`src/tdbf_pkg.sv`:
```
// ----------------------------------------------------------------------------
// tdbf_pkg
// Shared types and constants of the text display buffer formatter: frame
// geometry, command and result codes, controller states, inter-module structs.
// ----------------------------------------------------------------------------
`default_nettype none

package tdbf_pkg;

	// frame geometry
	localparam int COLUMNS    = 16;
	localparam int ROWS       = 2;
	localparam int FRAME_SIZE = ROWS * COLUMNS;
	localparam int COL_W      = $clog2(COLUMNS);
	localparam int ROW_W      = (ROWS > 1) ? $clog2(ROWS) : 1;
	localparam int ADDR_W     = $clog2(FRAME_SIZE);

	// number formatting
	localparam int DEC_MAX_DIGITS = 8;
	localparam int BIN_MAX_DIGITS = 16;
	localparam int CNT_W          = $clog2(BIN_MAX_DIGITS + 1);
	localparam int NUM_W          = 32;
	localparam int BCD_W          = 4 * DEC_MAX_DIGITS;
	localparam int STEP_W         = $clog2(NUM_W);

	// field widths
	localparam int OP_W   = 4;
	localparam int KIND_W = 2;
	localparam int POS_W  = 5;
	localparam int CHAR_W = 8;

	// character codes
	localparam logic [CHAR_W-1:0] CH_SPACE = 8'h20;
	localparam logic [CHAR_W-1:0] CH_ZERO  = 8'h30;
	localparam logic [CHAR_W-1:0] CH_A     = 8'h41;

	typedef enum logic [OP_W-1:0] {
		OP_CLEAR  = 4'd0,
		OP_HOME   = 4'd1,
		OP_SETCUR = 4'd2,
		OP_PUT    = 4'd3,
		OP_DECB   = 4'd4,
		OP_DECP   = 4'd5,
		OP_HEX    = 4'd6,
		OP_BIN    = 4'd7,
		OP_UPDATE = 4'd8
	} op_t;

	typedef enum logic [KIND_W-1:0] {
		KIND_ACK   = 2'd0,
		KIND_WRITE = 2'd1,
		KIND_XFER  = 2'd2
	} kind_t;

	typedef enum logic [2:0] {
		ST_IDLE,
		ST_ACK,
		ST_CONV,
		ST_DIGIT,
		ST_DUMP_RD,
		ST_DUMP_WR
	} state_t;

	// one result item
	typedef struct packed {
		kind_t             kind;
		logic [POS_W-1:0]  position;
		logic [CHAR_W-1:0] char_out;
		logic              last;
	} res_t;

	// frame store access request
	typedef struct packed {
		logic              we;
		logic              clr;
		logic              re;
		logic [ADDR_W-1:0] addr;
		logic [CHAR_W-1:0] wdata;
	} store_req_t;

endpackage

`default_nettype wire

```
`src/tdbf_store.sv`:
```
// ----------------------------------------------------------------------------
// tdbf_store
// Character frame store: one synchronous memory with a registered read port.
// A per-entry valid vector makes never-written or cleared entries read as space.
// ----------------------------------------------------------------------------
`default_nettype none

module tdbf_store (
	input  wire logic                      clk,
	input  wire logic                      arst_n,
	input  wire tdbf_pkg::store_req_t      req,
	output logic [tdbf_pkg::CHAR_W-1:0]    rd_data
);
	import tdbf_pkg::*;

	logic [CHAR_W-1:0]     mem [FRAME_SIZE];
	logic [FRAME_SIZE-1:0] valid_q;
	logic [CHAR_W-1:0]     rd_data_q;

	// valid bits: cleared by reset and by the clear command
	always_ff @(posedge clk or negedge arst_n) begin
		if (!arst_n) begin
			valid_q <= '0;
		end else if (req.clr) begin
			valid_q <= '0;
		end else if (req.we) begin
			valid_q[req.addr] <= 1'b1;
		end
	end

	// array write and registered read
	always_ff @(posedge clk) begin
		if (req.we) begin
			mem[req.addr] <= req.wdata;
		end
		if (req.re) begin
			rd_data_q <= valid_q[req.addr] ? mem[req.addr] : CH_SPACE;
		end
	end

	assign rd_data = rd_data_q;

endmodule

`default_nettype wire

```
`src/tdbf_bcd.sv`:
```
// ----------------------------------------------------------------------------
// tdbf_bcd
// Iterative binary to BCD converter (shift and add-3), one bit per cycle.
// Keeps the low eight decimal digits, i.e. the value modulo 10^8.
// ----------------------------------------------------------------------------
`default_nettype none

module tdbf_bcd (
	input  wire logic                        clk,
	input  wire logic                        arst_n,
	input  wire logic                        start,
	input  wire logic [tdbf_pkg::NUM_W-1:0]  bin,
	output logic                             busy,
	output logic [tdbf_pkg::BCD_W-1:0]       bcd
);
	import tdbf_pkg::*;

	logic              busy_q;
	logic [STEP_W-1:0] step_q;
	logic [NUM_W-1:0]  bin_q;
	logic [BCD_W-1:0]  bcd_q;
	logic [BCD_W-1:0]  adj;

	// add 3 to every digit of 5 or more before the shift
	always_comb begin
		for (int i = 0; i < DEC_MAX_DIGITS; i++) begin
			adj[4*i +: 4] = (bcd_q[4*i +: 4] >= 4'd5) ? bcd_q[4*i +: 4] + 4'd3
			                                          : bcd_q[4*i +: 4];
		end
	end

	// control
	always_ff @(posedge clk or negedge arst_n) begin
		if (!arst_n) begin
			busy_q <= 1'b0;
			step_q <= '0;
		end else if (start) begin
			busy_q <= 1'b1;
			step_q <= STEP_W'(NUM_W - 1);
		end else if (busy_q) begin
			step_q <= step_q - 1'b1;
			if (step_q == '0) begin
				busy_q <= 1'b0;
			end
		end
	end

	// datapath
	always_ff @(posedge clk) begin
		if (start) begin
			bin_q <= bin;
			bcd_q <= '0;
		end else if (busy_q) begin
			bin_q <= {bin_q[NUM_W-2:0], 1'b0};
			bcd_q <= {adj[BCD_W-2:0], bin_q[NUM_W-1]};
		end
	end

	assign busy = busy_q;
	assign bcd  = bcd_q;

endmodule

`default_nettype wire

```
`src/tdbf_ctrl.sv`:
```
// ----------------------------------------------------------------------------
// tdbf_ctrl
// Command sequencer: decodes a command, keeps the cursor, drives the frame
// store and the converter, and produces result items one at a time.
// ----------------------------------------------------------------------------
`default_nettype none

module tdbf_ctrl (
	input  wire logic                       clk,
	input  wire logic                       arst_n,
	input  wire logic                       cmd_valid,
	output logic                            cmd_ready,
	input  wire logic [tdbf_pkg::OP_W-1:0]  op,
	input  wire logic [7:0]                 row,
	input  wire logic [7:0]                 col,
	input  wire logic [7:0]                 ch,
	input  wire logic [tdbf_pkg::NUM_W-1:0] number,
	input  wire logic [7:0]                 digits,
	input  wire logic                       out_free,
	output logic                            res_valid,
	output tdbf_pkg::res_t                  res,
	output tdbf_pkg::store_req_t            store_req,
	input  wire logic [tdbf_pkg::CHAR_W-1:0] store_rd,
	output logic                            bcd_start,
	input  wire logic                       bcd_busy,
	input  wire logic [tdbf_pkg::BCD_W-1:0] bcd
);
	import tdbf_pkg::*;

	state_t            state_q, state_d;
	op_t               op_q;
	op_t               op_in;
	logic [CHAR_W-1:0] ch_q;
	logic [NUM_W-1:0]  number_q;
	logic [CNT_W-1:0]  cnt_q;
	logic              shown_q;
	logic [COL_W-1:0]  col_q;
	logic [ROW_W-1:0]  row_q;
	logic [ADDR_W-1:0] idx_q;

	logic              accept;
	logic [CNT_W-1:0]  capped;
	logic [CNT_W-1:0]  k;
	logic [3:0]        nib;
	logic [3:0]        dec_d;
	logic [CHAR_W-1:0] dig_char;
	logic              dig_shown;
	logic [ADDR_W-1:0] cur_addr;
	logic              dump_end;

	assign op_in  = op_t'(op);
	assign accept = cmd_valid && cmd_ready;

	// digit count capped per format
	always_comb begin
		if (op_in == OP_BIN) begin
			capped = (digits > 8'(BIN_MAX_DIGITS)) ? CNT_W'(BIN_MAX_DIGITS) : digits[CNT_W-1:0];
		end else begin
			capped = (digits > 8'(DEC_MAX_DIGITS)) ? CNT_W'(DEC_MAX_DIGITS) : digits[CNT_W-1:0];
		end
	end

	// character for the current digit, most significant first
	assign k        = cnt_q - 1'b1;
	assign nib      = number_q[{k[2:0], 2'b00} +: 4];
	assign dec_d    = bcd[{k[2:0], 2'b00} +: 4];
	assign cur_addr = ADDR_W'(row_q) * ADDR_W'(COLUMNS) + ADDR_W'(col_q);
	assign dump_end = (idx_q == ADDR_W'(FRAME_SIZE - 1));

	always_comb begin
		dig_shown = shown_q;
		case (op_q)
			OP_HEX: begin
				dig_char = (nib >= 4'd10) ? CH_A + CHAR_W'(nib - 4'd10) : CH_ZERO + CHAR_W'(nib);
			end
			OP_BIN: begin
				dig_char = CH_ZERO + CHAR_W'(number_q[k]);
			end
			OP_DECB, OP_DECP: begin
				dig_char = CH_ZERO + CHAR_W'(dec_d);
				// blank-padded decimal: leading zeros blank, the units digit always shows
				if (op_q == OP_DECB && !shown_q && dec_d == 4'd0 && k != '0) begin
					dig_char = CH_SPACE;
				end else begin
					dig_shown = 1'b1;
				end
			end
			default: begin
				dig_char = ch_q;
			end
		endcase
	end

	// next state
	always_comb begin
		state_d = state_q;
		case (state_q)
			ST_IDLE: begin
				if (cmd_valid) begin
					case (op_in)
						OP_PUT:           state_d = ST_DIGIT;
						OP_DECB, OP_DECP: state_d = (capped == '0) ? ST_ACK : ST_CONV;
						OP_HEX, OP_BIN:   state_d = (capped == '0) ? ST_ACK : ST_DIGIT;
						OP_UPDATE:        state_d = ST_DUMP_RD;
						default:          state_d = ST_ACK;
					endcase
				end
			end
			ST_ACK: begin
				if (out_free) state_d = ST_IDLE;
			end
			ST_CONV: begin
				if (!bcd_busy) state_d = ST_DIGIT;
			end
			ST_DIGIT: begin
				if (out_free && cnt_q == CNT_W'(1)) state_d = ST_IDLE;
			end
			ST_DUMP_RD: begin
				state_d = ST_DUMP_WR;
			end
			ST_DUMP_WR: begin
				if (out_free) state_d = dump_end ? ST_IDLE : ST_DUMP_RD;
			end
			default: begin
				state_d = ST_IDLE;
			end
		endcase
	end

	// outputs
	always_comb begin
		cmd_ready       = 1'b0;
		res_valid       = 1'b0;
		res             = '{kind: KIND_ACK, position: '0, char_out: '0, last: 1'b1};
		store_req       = '0;
		store_req.addr  = cur_addr;
		store_req.wdata = dig_char;
		bcd_start       = 1'b0;
		case (state_q)
			ST_IDLE: begin
				cmd_ready     = 1'b1;
				store_req.clr = cmd_valid && op_in == OP_CLEAR;
				bcd_start     = cmd_valid && (op_in == OP_DECB || op_in == OP_DECP)
				                && capped != '0;
			end
			ST_ACK: begin
				res_valid = out_free;
			end
			ST_DIGIT: begin
				res_valid    = out_free;
				store_req.we = out_free;
				res          = '{kind: KIND_WRITE, position: POS_W'(cur_addr),
				                 char_out: dig_char, last: cnt_q == CNT_W'(1)};
			end
			ST_DUMP_RD: begin
				store_req.re   = 1'b1;
				store_req.addr = idx_q;
			end
			ST_DUMP_WR: begin
				res_valid      = out_free;
				store_req.addr = idx_q;
				res            = '{kind: KIND_XFER, position: POS_W'(idx_q),
				                   char_out: store_rd, last: dump_end};
			end
			default: begin
				res_valid = 1'b0;
			end
		endcase
	end

	// state and cursor
	always_ff @(posedge clk or negedge arst_n) begin
		if (!arst_n) begin
			state_q <= ST_IDLE;
			col_q   <= '0;
			row_q   <= '0;
		end else begin
			state_q <= state_d;
			if (accept) begin
				case (op_in)
					OP_CLEAR, OP_HOME: begin
						col_q <= '0;
						row_q <= '0;
					end
					OP_SETCUR: begin
						col_q <= (col >= 8'(COLUMNS)) ? '0 : col[COL_W-1:0];
						row_q <= (row >= 8'(ROWS)) ? '0 : row[ROW_W-1:0];
					end
					default: begin
					end
				endcase
			end else if (store_req.we) begin
				// advance after each store write, wrapping rows and frame
				if (col_q == COL_W'(COLUMNS - 1)) begin
					col_q <= '0;
					row_q <= (row_q == ROW_W'(ROWS - 1)) ? '0 : row_q + 1'b1;
				end else begin
					col_q <= col_q + 1'b1;
				end
			end
		end
	end

	// command operands and counters
	always_ff @(posedge clk) begin
		if (accept) begin
			op_q     <= op_in;
			ch_q     <= ch;
			number_q <= number;
			cnt_q    <= (op_in == OP_PUT) ? CNT_W'(1) : capped;
			shown_q  <= 1'b0;
			idx_q    <= '0;
		end else begin
			if (store_req.we) begin
				cnt_q   <= cnt_q - 1'b1;
				shown_q <= dig_shown;
			end
			if (state_q == ST_DUMP_WR && out_free) begin
				idx_q <= idx_q + 1'b1;
			end
		end
	end

endmodule

`default_nettype wire

```
`src/text_display_buffer_formatter_unit.sv`:
```
// ----------------------------------------------------------------------------
// text_display_buffer_formatter_unit
// Character text buffer with cursor and number formatting, stream interface.
// ----------------------------------------------------------------------------
// Commands are taken one at a time on the slave stream and results leave on
// the master stream through an output register, so the next command is taken
// while the final result of the previous one still waits. Clear, home, set
// cursor, unused codes and zero-digit number commands give one acknowledge.
// Put char and hex/binary output write one character per cycle into the
// frame store while the output register is free. Decimal output first runs
// the shift-and-add-3 converter, one shift per bit of the 32-bit number, and
// waits for it to finish, then writes one digit per cycle while the output
// register is free. An update reads each of the 32 frame entries through the
// store's registered read port, a read state then a write state per entry.
// Clear needs no pass over the store: store entries carry valid bits, and an
// invalid entry reads as space. Downstream back-pressure holds every result.
// ----------------------------------------------------------------------------
`default_nettype none

module text_display_buffer_formatter_unit (
	input  wire logic        clk,
	input  wire logic        arst_n,
	input  wire logic        s_tvalid,
	output logic             s_tready,
	input  wire logic [63:0] s_tdata,   // row[7:0], col[15:8], ch[23:16], number[55:24], digits[63:56]
	input  wire logic [3:0]  s_tuser,   // op[3:0]
	output logic             m_tvalid,
	input  wire logic        m_tready,
	output logic [15:0]      m_tdata,   // position[4:0], char_out[12:5], zero[15:13]
	output logic [1:0]       m_tuser,   // kind[1:0]
	output logic             m_tlast
);
	import tdbf_pkg::*;

	logic              out_free;
	logic              res_valid;
	res_t              res;
	store_req_t        store_req;
	logic [CHAR_W-1:0] store_rd;
	logic              bcd_start;
	logic              bcd_busy;
	logic [BCD_W-1:0]  bcd;

	logic              m_tvalid_q;
	res_t              m_res_q;

	tdbf_ctrl u_ctrl (
		.clk       (clk),
		.arst_n    (arst_n),
		.cmd_valid (s_tvalid),
		.cmd_ready (s_tready),
		.op        (s_tuser),
		.row       (s_tdata[7:0]),
		.col       (s_tdata[15:8]),
		.ch        (s_tdata[23:16]),
		.number    (s_tdata[55:24]),
		.digits    (s_tdata[63:56]),
		.out_free  (out_free),
		.res_valid (res_valid),
		.res       (res),
		.store_req (store_req),
		.store_rd  (store_rd),
		.bcd_start (bcd_start),
		.bcd_busy  (bcd_busy),
		.bcd       (bcd)
	);

	tdbf_store u_store (
		.clk     (clk),
		.arst_n  (arst_n),
		.req     (store_req),
		.rd_data (store_rd)
	);

	tdbf_bcd u_bcd (
		.clk    (clk),
		.arst_n (arst_n),
		.start  (bcd_start),
		.bin    (s_tdata[55:24]),
		.busy   (bcd_busy),
		.bcd    (bcd)
	);

	// output register: free when empty or being drained this cycle
	assign out_free = !m_tvalid_q || m_tready;

	always_ff @(posedge clk or negedge arst_n) begin
		if (!arst_n) begin
			m_tvalid_q <= 1'b0;
		end else if (res_valid) begin
			m_tvalid_q <= 1'b1;
		end else if (m_tready) begin
			m_tvalid_q <= 1'b0;
		end
	end

	always_ff @(posedge clk) begin
		if (res_valid) begin
			m_res_q <= res;
		end
	end

	assign m_tvalid = m_tvalid_q;
	assign m_tdata  = {3'b000, m_res_q.char_out, m_res_q.position};
	assign m_tuser  = m_res_q.kind;
	assign m_tlast  = m_res_q.last;

endmodule

`default_nettype wire

```
`config.mk`:
```
export PLATFORM = sky130hd
export DESIGN_NAME = text_display_buffer_formatter_unit
export DESIGN_NICKNAME = d
export VERILOG_FILES = /design/src/tdbf_pkg.sv /design/src/tdbf_store.sv /design/src/tdbf_bcd.sv /design/src/tdbf_ctrl.sv /design/src/text_display_buffer_formatter_unit.sv
export SDC_FILE = /design/constraint.sdc
export NUM_CORES = 1
export LEC_CHECK = 0
export BUFFER_PORTS_ARGS = -buffer_cell sky130_fd_sc_hd__clkbuf_2
export CAP_MARGIN = 25
export CORE_AREA = 3 3 304 246
export DETAILED_ROUTE_END_ITERATION = 6
export DIE_AREA = 0 0 307 249
export PLACE_DENSITY = 0.5
export SYNTH_ARGS = -nofsm -noshare
export SYNTH_HDL_FRONTEND = slang
export SYNTH_SLANG_ARGS = --single-unit
```
`constraint.sdc`:
```
create_clock -name clk -period 12.7 [get_ports clk]
set_input_delay 1.27 -clock clk [delete_from_list [all_inputs] [get_ports clk]]
set_output_delay 1.27 -clock clk [all_outputs]
set_load 0.1 [all_outputs]
```
==> parameters.txt, run 1 <==
Parameter                              Value

Synthesis
  Most used flip-flop cell after synthesis ... edfxtp_1
  Netlist area before placement ... 19400 um2
  Warnings from Yosys ... 0
  Number of enable flip-flop cells after synthesis ... 361
  Syn Inst Count ... 1309
  Number of library cell types mapped by synthesis ... 70
  #FFs+latches synth ... 446
  Share of synthesized flip-flops with an asynchronous set or reset ... 10.5%
  Sequential share of the synthesized area ... 65.8%
  Average cell area after synthesis ... 14.8 um2
  Portion of synthesized cell area occupied by the leading cell type ... 55.8%
  Cell types with the largest area share after synthesis ... edfxtp_1 56%, mux4_2 9.6%, dfrtp_1 6.1%
  Cell type contributing the most total cell area after synthesis ... edfxtp_1

Critical path
  Setup Crit Path Kind ... register to register
  Maximum single-stage delay on the critical path ... 820 ps
  Arrival time at the worst endpoint ... 4760 ps
  Req. time, crit path ... 12990 ps
  Crit path cell chain ... nand2b_1 -> mux2_2 -> buf_4 -> mux4_2 -> a22o_1 -> a221oi_1 -> a21boi_0
  Slowest-stage cell, CP ... nand2b_1
  Worst Setup End Kind ... register
  CP startpoint kind ... register
  Critical Path Fanout Max ... 51

Clock network
  Sinks on Clock Net ... 446
  Clock latency reported for the late side of the worst-skew pair ... 560 ps
  Clock tree from TritonCTS ... yes
  Post-cts hold buffer count ... 0
  Number of buffers added by the clock tree synthesis step ... 42
  Maximum number of buffers from clock root to sink ... 3
  Quantity of gates resized following cts ... 0
  CTS HTree Levels ... 2
  Number of setup buffers added after CTS ... 0
  CTS Root Cell ... clkbuf_16
  Clock transition at the registers of the reported paths ... 70 ps

Timing
  Max-slew violation total from the final report ... 0
  Hold Slack ... 479 ps
  Post-route clock period utilization ... 35.2%
  Post-Route Setup TNS ... 0 ps
  Clock skew ... 23.0 ps
  RSZ-0062 raised after global routing ... no
  Rel. slew slack ... 28.8%
  Fin. Hold Viols ... 0
  Highest attainable clock frequency ... 224 MHz
  Final Critical Period ... 4470 ps
  Pin slew with the least headroom to its limit ... 1060 ps
  Total of endpoints with negative setup slack in the final report ... 0

Detailed routing
  Number of nets with antenna violations after detailed routing ... 0
  Drt drc ... 0
  Pre-Repair DR Iteration Count ... 5
  Vias after detailed routing ... 11600
  Violation count after the first detailed-route iteration ... 940
  DRT Wirelength ... 50500 um
  Number of vias per cell ... 4.80
  Routed length per instance ... 20.9 um

Floorplan
  Rows ... 88
  Number of top-level design ports ... 93
  Die Outline Area ... 76400 um2
  Chip width ... 307 um
  Std-Cell Core Area ... 71900 um2
  Effective utilization at floorplan ... 27.0%
  Die height ... 249 um

Global routing
  Maximum number of pins on one net before global-route repair ... 65
  Wire length of the first global-routing pass ... 76600 um
  Antenna violations before repair ... 2
  Global-route usage over all layers ... 13.1%
  Global-route congestion overflow total ... 0
  Vias in the first global route ... 11600

Pwr
  Share of total power consumed by net switching ... 37.0%
  Cell Pwr Density ... 233 nW/um2
  Leakage power ... 8.07 nW
  Sequential cell fraction of total power ... 38.8%
  Cell-internal power ... 3.33 mW
  Share of power burned in combinational logic ... 37.9%
  Clock group share of total power ... 23.3%
  Net Sw Power ... 1.96 mW
  Worst-case vdd ir drop ... 0.118 mV

Layout
  Most common cell after layout, fill and taps aside ... edfxtp_1
  Fin nets ... 1538
  Growth of design area from synthesis to finish ... 16.7%
  Commonest non-fill, non-tap cells in the layout ... 361 x edfxtp_1, 152 x nand2_1, 113 x nor2_1
  Ratio of cells with drive above 1 in the final layout ... 21.4%

Placement
  Half-perimeter wire length after placement ... 34600 um
  Port Buffers ... 89
  Gp weighted congestion ... 0.790

Min path
  Type of the tightest min-delay check ... register to register

Outcome
  Run status ... finished, final reports clean

Job
  Max-Cap Viols ... 0
==> registers in the layout (all words and copies together) (netlist names), 2 cells and up <==
register,count
u_store.mem,256
u_bcd.bcd,32
u_bcd.bin_q,32
u_ctrl.number_q,32
u_store.valid_q,32
m_tdata,13
u_ctrl.ch_q,8
u_store.rd_data,8
u_bcd.step_q,5
u_ctrl.cnt_q,5
u_ctrl.idx_q,5
u_ctrl.col_q,4
u_ctrl.op_q,4
u_ctrl.state_q,3
m_tuser,2
==> area by class of cell <==
class | count | area, um2
clock inverter | 16 | 155
fill | 7066 | 49200
clock buffer | 60 | 1170
tap | 945 | 1180
antenna | 1 | 2.50
multi-input combinational | 766 | 6260
timing repair buffer | 145 | 995
sequential | 446 | 12800
inverter | 36 | 135
==> cells in the mapped netlist (11+ instances only) <==
cell,instances
a211oi_1,14
a21oi_1,52
a221oi_1,12
a22o_1,21
a22oi_1,13
buf_1,11
buf_2,14
clkbuf_1,26
dfrtp_1,47
dfxtp_1,38
edfxtp_1,361
ha_1,29
inv_1,34
mux2i_1,21
mux4_1,11
mux4_2,83
nand2_1,152
nand2b_1,14
nand3_1,18
nor2_1,118
nor3_1,17
o21a_1,35
o21ai_0,37
xnor2_1,14
xor2_1,11
==> final timing paths <==
| path | to | slack [ps] | cells after the start | start |
|---|---|---|---|---|
| min in group asynchronous | u_ctrl.col_q[3] | 850 | 2 | arst_n |
| hold / removal | u_bcd.bcd[31] | 480 | 2 | u_bcd.bcd[31] |
| max in group asynchronous | u_bcd.step_q[3] | 11350 | 2 | arst_n |
| setup / recovery | u_store.rd_data[4] | 8230 | 7 | u_ctrl.state_q[1] |
| setup reg to reg | u_store.rd_data[4] | 8230 | 7 | u_ctrl.state_q[1] |
| hold reg to reg | u_bcd.bcd[31] | 480 | 2 | u_bcd.bcd[31] |
==> per-layer routing <==
metal	GRT usage, %	share of wire, %	up-vias
met5	0	0	-
met4	2.13	1.1	0
met3	3.13	6.5	41
met2	19.6	44	303
met1	19.6	48	5970
li1	-	-	5282
==> per-stage QoR <==
stage / area, um2 / instances / setup slack [ps] / utilization [%] / power, mW
after floorplan: 19400 / 1311 / 7850 / - / 3.51
after global placement: 21000 / 2313 / 7580 / 29.2 / 4.05
after detailed placement: 21300 / 2333 / 7440 / 29.6 / 4.09
after CTS: 22600 / 2409 / 7400 / 31.4 / 5.34
after global routing: 22700 / 2414 / 7980 / 31.5 / 5.61
final: 22700 / 2415 / 8230 / 31.5 / 5.29
==> power by group through the flow <==
stage | registers, mW | clock network (mW) | logic [mW]
finish | 2.05 | 1.23 | 2.00
global placement | 2.08 | 0 | 1.97
CTS | 2.05 | 1.27 | 2.02
detailed placement | 2.08 | 0 | 2.01
floorplan | 2.17 | 0 | 1.34
global route | 2.08 | 1.33 | 2.20
==> worst max-delay path: cells and delay by family (launching register included) <==
family | cells | cell delay (ps)
AO/OA/AOI/OAI | 3 | 920
buffers and inverters | 1 | 730
flip-flops | 1 | 580
multiplexers | 2 | 1110
AND/OR/NAND/NOR | 1 | 820
==> cells by family after synthesis <==
group / after synthesis / synth area share (%)
AOI/OAI and AO/OA: 223 / 7.86
adders and majority gates: 29 / 1.87
and+or+nand+nor: 366 / 8.53
xor gates and xnor gates: 25 / 1.13
DFF: 446 / 65.8
other: 1 / 0.0193
buffers and inverters: 99 / 2.31
muxes: 120 / 12.5
Note: power is estimated with default switching activity, not from simulation.
==> run 2: changes to the inputs <==
--- a/config.mk
+++ b/config.mk
@@ -10,7 +10,7 @@
 export CORE_AREA = 3 3 304 246
 export DETAILED_ROUTE_END_ITERATION = 6
 export DIE_AREA = 0 0 307 249
-export PLACE_DENSITY = 0.5
+export PLACE_DENSITY = 0.52
 export SYNTH_ARGS = -nofsm -noshare
 export SYNTH_HDL_FRONTEND = slang
 export SYNTH_SLANG_ARGS = --single-unit
==> constraint.sdc (replaced) <==
create_clock -name clk -period 4.1 [get_ports clk]
set_input_delay 0.41 -clock clk [delete_from_list [all_inputs] [get_ports clk]]
set_output_delay 0.41 -clock clk [all_outputs]
set_load 0.1 [all_outputs]
==> run 2 against run 1 <==
  * Wire length down 0.48%
  * Non-clock buffer count increased by 37
  * Final cell count is 1.7% higher
  * Hold slack lost 450 ps
  * Register-to-register slack lost 7900 ps
  * Global-route usage down 0.10 points
  * Total power grew to 3.2 times the previous value
  * Die area unchanged
  * Clock-buffer cell count is 2 lower
  * Clock power grew to 3.3 times the previous value
  * Fmax rose by 19%
  * Setup slack lost 7900 ps
  * Largest power group is now combinational logic
==> parameters.txt, run 2 (synthesized netlist as in run 1, its figures left out) <==
Parameter                              Value

Global routing
  Vias in the first global route ... 11900
  Antenna violations before repair ... 0
  Global-route congestion overflow total ... 0
  Global-route usage over all layers ... 13.0%
  Maximum number of pins on one net before global-route repair ... 65
  Wire length of the first global-routing pass ... 76400 um

Layout
  Commonest non-fill, non-tap cells in the layout ... 361 x edfxtp_1, 152 x nand2_1, 113 x nor2_1
  Number of fill cells ... 7079
  Fin nets ... 1577
  Most common cell after layout, fill and taps aside ... edfxtp_1
  Ratio of cells with drive above 1 in the final layout ... 23.6%
  Biggest register ... u_store.mem
  Growth of design area from synthesis to finish ... 18.5%
  Diodes inserted ... 0
  Number of flip-flops under the largest register name ... 256

Placement
  Port Buffers ... 89
  Post-placement worst setup slack ... 194 ps
  Half-perimeter wire length after placement ... 34900 um
  Gp weighted congestion ... 0.797

Timing
  Clock skew ... 23.9 ps
  Fin. Hold Viols ... 0
  Highest attainable clock frequency ... 266 MHz
  Pin slew with the least headroom to its limit ... 1030 ps
  Rel. slew slack ... 31.0%
  Total of endpoints with negative setup slack in the final report ... 0
  RSZ-0062 raised after global routing ... no
  Post-Route Setup TNS ... 0 ps
  Final Critical Period ... 3760 ps
  Post-route clock period utilization ... 91.6%
  Setup slack of the critical path after layout ... 344 ps
  Hold Slack ... 26.0 ps
  Max-slew violation total from the final report ... 0

Floorplan
  Std-Cell Core Area ... 71900 um2
  Die Outline Area ... 76400 um2
  Die height ... 249 um
  Rows ... 88
  Number of top-level design ports ... 93
  Chip width ... 307 um
  Effective utilization at floorplan ... 27.0%

Clock network
  Clock latency reported for the late side of the worst-skew pair ... 580 ps
  Clock transition at the registers of the reported paths ... 70 ps
  Maximum number of buffers from clock root to sink ... 3
  Number of setup buffers added after CTS ... 0
  Clock tree from TritonCTS ... yes
  CTS HTree Levels ... 2
  Sinks on Clock Net ... 446
  Number of buffers added by the clock tree synthesis step ... 44
  CTS Root Cell ... clkbuf_16

Job
  Max-Cap Viols ... 0

Detailed routing
  DRT Wirelength ... 50300 um
  Violation count after the first detailed-route iteration ... 1183
  Number of vias per cell ... 4.81
  Drt drc ... 0
  Number of nets with antenna violations after detailed routing ... 0
  Vias after detailed routing ... 11800
  Pre-Repair DR Iteration Count ... 5
  Routed length per instance ... 20.5 um

Outcome
  Run status ... finished, final reports clean

Critical path
  Critical Path Fanout Max ... 32
  Worst setup slack for register-to-register paths ... 340 ps
  CP top delay family ... multiplexers
  Setup Crit Path Kind ... register to register
  Arrival time at the worst endpoint ... 4030 ps
  Slowest-stage cell, CP ... nor3_2
  CP startpoint kind ... register
  Req. time, crit path ... 4370 ps
  Crit path cell chain ... inv_1 -> ha_2 -> mux4_2 -> mux2i_2 -> ha_1 -> inv_1 -> ha_1 -> nor3_2 -> mux2_2 -> a21oi_1 -> nor2_2 -> buf_4
  Crit path buffers/inverters ... 3
  Worst Setup End Kind ... register
  Maximum single-stage delay on the critical path ... 470 ps

Min path
  Type of the tightest min-delay check ... input pin to register

Pwr
  Worst-case vdd ir drop ... 0.371 mV
  Total Power Consumption ... 17.0 mW
  Leakage power ... 8.29 nW
  Cell Pwr Density ... 740 nW/um2
[run 2: what timing repair did]
action,CTS,global route
endpoints found under the setup margin,0,66
hold buffers,1,0
gates resized for setup,0,4
endpoints found under the hold margin,12,0
[run 2: path summary, 6_finish.rpt]
| path | endpoint | from | depth (start not counted) |
|---|---|---|---|
| max | u_store.mem[25][1] | u_ctrl.cnt_q[1] | 12 |
| min | u_ctrl.ch_q[4] | s_tdata[20] | 1 |
| max reg2reg | u_store.mem[25][1] | u_ctrl.cnt_q[1] | 12 |
| min reg2reg | u_bcd.bcd[31] | u_bcd.bcd[31] | 2 |
| max in group asynchronous | u_store.valid_q[9] | arst_n | 3 |
| min in group asynchronous | u_store.valid_q[20] | arst_n | 3 |
[run 2: cell type report]
cell class                 count  area [um2]  share of cell area (%)
sequential                   446       12800                    55.5
tap                          945        1180                    5.14
multi-input combinational    766        6280                    27.3
timing repair buffer         182        1220                    5.28
clock inverter                24         267                    1.16
inverter                      36         135                   0.587
clock buffer                  58        1160                    5.05
[run 2: stage by stage]
stage                     utilization (%)  instance area, um2  instances
final                                32.0               23000       2457
after global routing                 32.0               23000       2457
after CTS                            32.0               23000       2456
after detailed placement             30.0               21600       2373
after global placement               29.9               21500       2372
after floorplan                         -               19500       1311
[run 2: power by group]
part	total, mW	switching [mW]	internal, mW
logic	6.67	4.04	2.63
clock network	4.06	1.77	2.28
registers	6.31	0.490	5.82
[run 2: metal layers]
metal  share of wire, %  vias up  track usage (%)
met2                 44      339             19.4
li1                   -     5359                -
met5                  0        -                0
met4                1.7        0             2.37
met3                7.2       57             2.83
met1                 48     6070             19.6
==> run 3: changes to the inputs <==
--- a/config.mk
+++ b/config.mk
@@ -7,10 +7,12 @@
 export LEC_CHECK = 0
 export BUFFER_PORTS_ARGS = -buffer_cell sky130_fd_sc_hd__clkbuf_2
 export CAP_MARGIN = 25
-export CORE_AREA = 3 3 304 246
+export CORE_AREA = 4 4 305 247
 export DETAILED_ROUTE_END_ITERATION = 6
-export DIE_AREA = 0 0 307 249
+export DIE_AREA = 0 0 309 251
+export GPL_TIMING_DRIVEN = 0
 export PLACE_DENSITY = 0.52
 export SYNTH_ARGS = -nofsm -noshare
 export SYNTH_HDL_FRONTEND = slang
 export SYNTH_SLANG_ARGS = --single-unit
+export TNS_END_PERCENT = 100
==> run 3 against run 2 <==
  * Largest power group unchanged
  * Flip-flop and latch count unchanged
  * Register-to-register slack worse by 200 ps
  * Critical path type unchanged
  * First-iteration DRC count up 13%
  * Clock skew up 13 ps
==> parameters.txt, run 3 (synthesized netlist as in run 1, its figures left out) <==
Parameter                              Value

Outcome
  Run status ... finished, final reports clean

Pwr
  Worst-case vdd ir drop ... 0.372 mV
  Leakage power ... 8.39 nW
  Cell Pwr Density ... 756 nW/um2
  Total Power Consumption ... 17.8 mW

Critical path
  Arrival time at the worst endpoint ... 4250 ps
  Worst flop-to-flop path endpoint ... u_store.mem[17][4]
  Setup Crit Path Kind ... register to register
  Worst setup slack for register-to-register paths ... 140 ps
  Crit Reg-Reg Startpoint ... u_ctrl.cnt_q[0]
  Critical Path Fanout Max ... 10
  Worst R2R Path Depth ... 18
  Worst Setup End Kind ... register
  Req. time, crit path ... 4390 ps
  CP startpoint kind ... register

Placement
  Post-placement worst setup slack ... -1010 ps
  Placement-stage cell area ... 21400 um2
  Port Buffers ... 89
  Number of placed instances with taps included ... 2357
  Gp weighted congestion ... 0.873
  Half-perimeter wire length after placement ... 37500 um

Clock network
  CTS HTree Levels ... 2
  Clock tree from TritonCTS ... yes
  Clock transition at the registers of the reported paths ... 70 ps
  Number of buffers added by the clock tree synthesis step ... 46
  Clock latency reported for the late side of the worst-skew pair ... 600 ps
  Sinks on Clock Net ... 446
  Maximum number of buffers from clock root to sink ... 3
  CTS Root Cell ... clkbuf_16

Layout
  Ratio of cells with drive above 1 in the final layout ... 22.9%
  Fin nets ... 1605
  Growth of design area from synthesis to finish ... 21.2%
  Final cell utilization of the core ... 32.7%
  Number of flip-flops under the largest register name ... 256
  Post-Layout Inst Area ... 23500 um2
  Biggest register ... u_store.mem
  Number of fill cells ... 7041
  Most common cell after layout, fill and taps aside ... edfxtp_1
  Commonest non-fill, non-tap cells in the layout ... 361 x edfxtp_1, 152 x nand2_1, 111 x nor2_1
  Final Non-Filler Cells ... 2488

Detailed routing
  Pre-Repair DR Iteration Count ... 5
  Number of nets with antenna violations after detailed routing ... 0
  DRT Wirelength ... 55200 um
  Routed length per instance ... 22.2 um
  Number of vias per cell ... 4.92
  Vias after detailed routing ... 12200
  Violation count after the first detailed-route iteration ... 1332
  Drt drc ... 0

Timing
  Final Critical Period ... 3960 ps
  Total of endpoints with negative setup slack in the final report ... 0
  RSZ-0062 raised after global routing ... no
  Clock skew ... 36.6 ps
  Max-slew violation total from the final report ... 0
  Highest attainable clock frequency ... 253 MHz
  Pin slew with the least headroom to its limit ... 1070 ps
  Post-route clock period utilization ... 96.6%
  Rel. slew slack ... 28.4%
  Fin. Hold Viols ... 0
  Setup slack of the critical path after layout ... 141 ps

Min path
  Worst hold path startpoint ... s_tdata[27]
  Hold-critical path depth ... 1
  End point of the most critical hold path ... u_ctrl.number_q[3]
  Type of the tightest min-delay check ... input pin to register

Global routing
  Wire length of the first global-routing pass ... 80300 um
  Antenna violations before repair ... 2
  Global-route usage over all layers ... 13.9%
  Global-route congestion overflow total ... 0
  Vias in the first global route ... 12000
  Maximum number of pins on one net before global-route repair ... 40

Floorplan
  Effective utilization at floorplan ... 27.0%
  Chip width ... 309 um
  Rows ... 88
  Number of top-level design ports ... 93
  Die Outline Area ... 77600 um2
  Std-Cell Core Area ... 72000 um2
  Die height ... 251 um

Job
  Max-Cap Viols ... 0
==> run 3: cell count changes in the layout (fill, tap and decap cells not counted), sizes merged <==
cell,delta
buf,-22
bufinv,+3
clkbuf,+23
clkinv,+5
clkinvlp,+1
diode,+1
dlygate4sd3,+19
inv,-1
o311a,+2
==> run 3: power breakdown <==
part | leakage, nW | switching, mW | internal (mW) | total, mW
Combinational | 3.39 | 4.49 | 2.67 | 7.16
Sequential | 4.23 | 0.458 | 5.82 | 6.28
Clock | 0.763 | 1.84 | 2.53 | 4.37
Total | 8.39 | 6.79 | 11.0 | 17.8
==> run 3: worst max path at each step <==
stage	start	endpoint	slack [ps]	depth (start not counted)
floorplan	u_ctrl.cnt_q[0]	m_tdata[11]	-100	15
global placement	u_ctrl.cnt_q[0]	m_tdata[11]	-1850	15
detailed placement	u_ctrl.cnt_q[0]	m_tdata[9]	-1010	16
CTS	u_ctrl.cnt_q[0]	m_tdata[9]	6	19
global route	u_ctrl.cnt_q[0]	m_tdata[9]	30	18
finish	u_ctrl.cnt_q[0]	u_store.mem[17][4]	140	18
==> run 3: routing by layer <==
| layer | track usage (%) | vias up | wire length (um) |
|---|---|---|---|
| met1 | 20.1 | 6297 | 25200 |
| met4 | 3.04 | 2 | 979 |
| met5 | 0 | - | 13 |
| met2 | 20.6 | 428 | 24300 |
| met3 | 4.25 | 75 | 4760 |
| li1 | - | 5447 | - |
==> run 3: repair_timing <==
item	in CTS	in global routing
pin swaps	5	7
setup endpoints to repair	231	75
resized for setup	43	7
setup buffers	11	7
hold endpoints to repair	33	0
hold buffers	20	0
cloned	2	0
==> run 3: cell type report <==
cell class / instances / area, um2 / area share (%)
Multi-Input combinational cell: 768 / 6430 / 27.3
Clock buffer: 54 / 1180 / 5.02
Inverter: 36 / 135 / 0.574
Clock inverter: 32 / 388 / 1.65
Sequential cell: 446 / 12800 / 54.3
Tap cell: 945 / 1180 / 5.02
Buffer: 62 / 357 / 1.51
Timing Repair Buffer: 144 / 1090 / 4.63
Antenna cell: 1 / 2.50 / 0.0106
==> run 3: stage by stage <==
step	hold WS, ps	TNS (ps)
floorplan	114	-3280
global placement	462	-274140
detailed placement	415	-155500
CTS	1.03	0
global route	11.2	0
finish	26.3	0
==> run 3: worst max-delay path, stage by stage, from the launching register on <==
cell,delay (ps)
edfxtp_1,430
buf_8,160
buf_12,120
buf_12,140
inv_1,90
ha_4,240
buf_12,160
mux4_2,370
nor2_4,130
nor2_4,60
inv_2,70
ha_2,160
inv_1,60
ha_4,270
nand3b_1,110
nor3b_4,180
or4b_4,530
buf_12,170
o311a_4,190
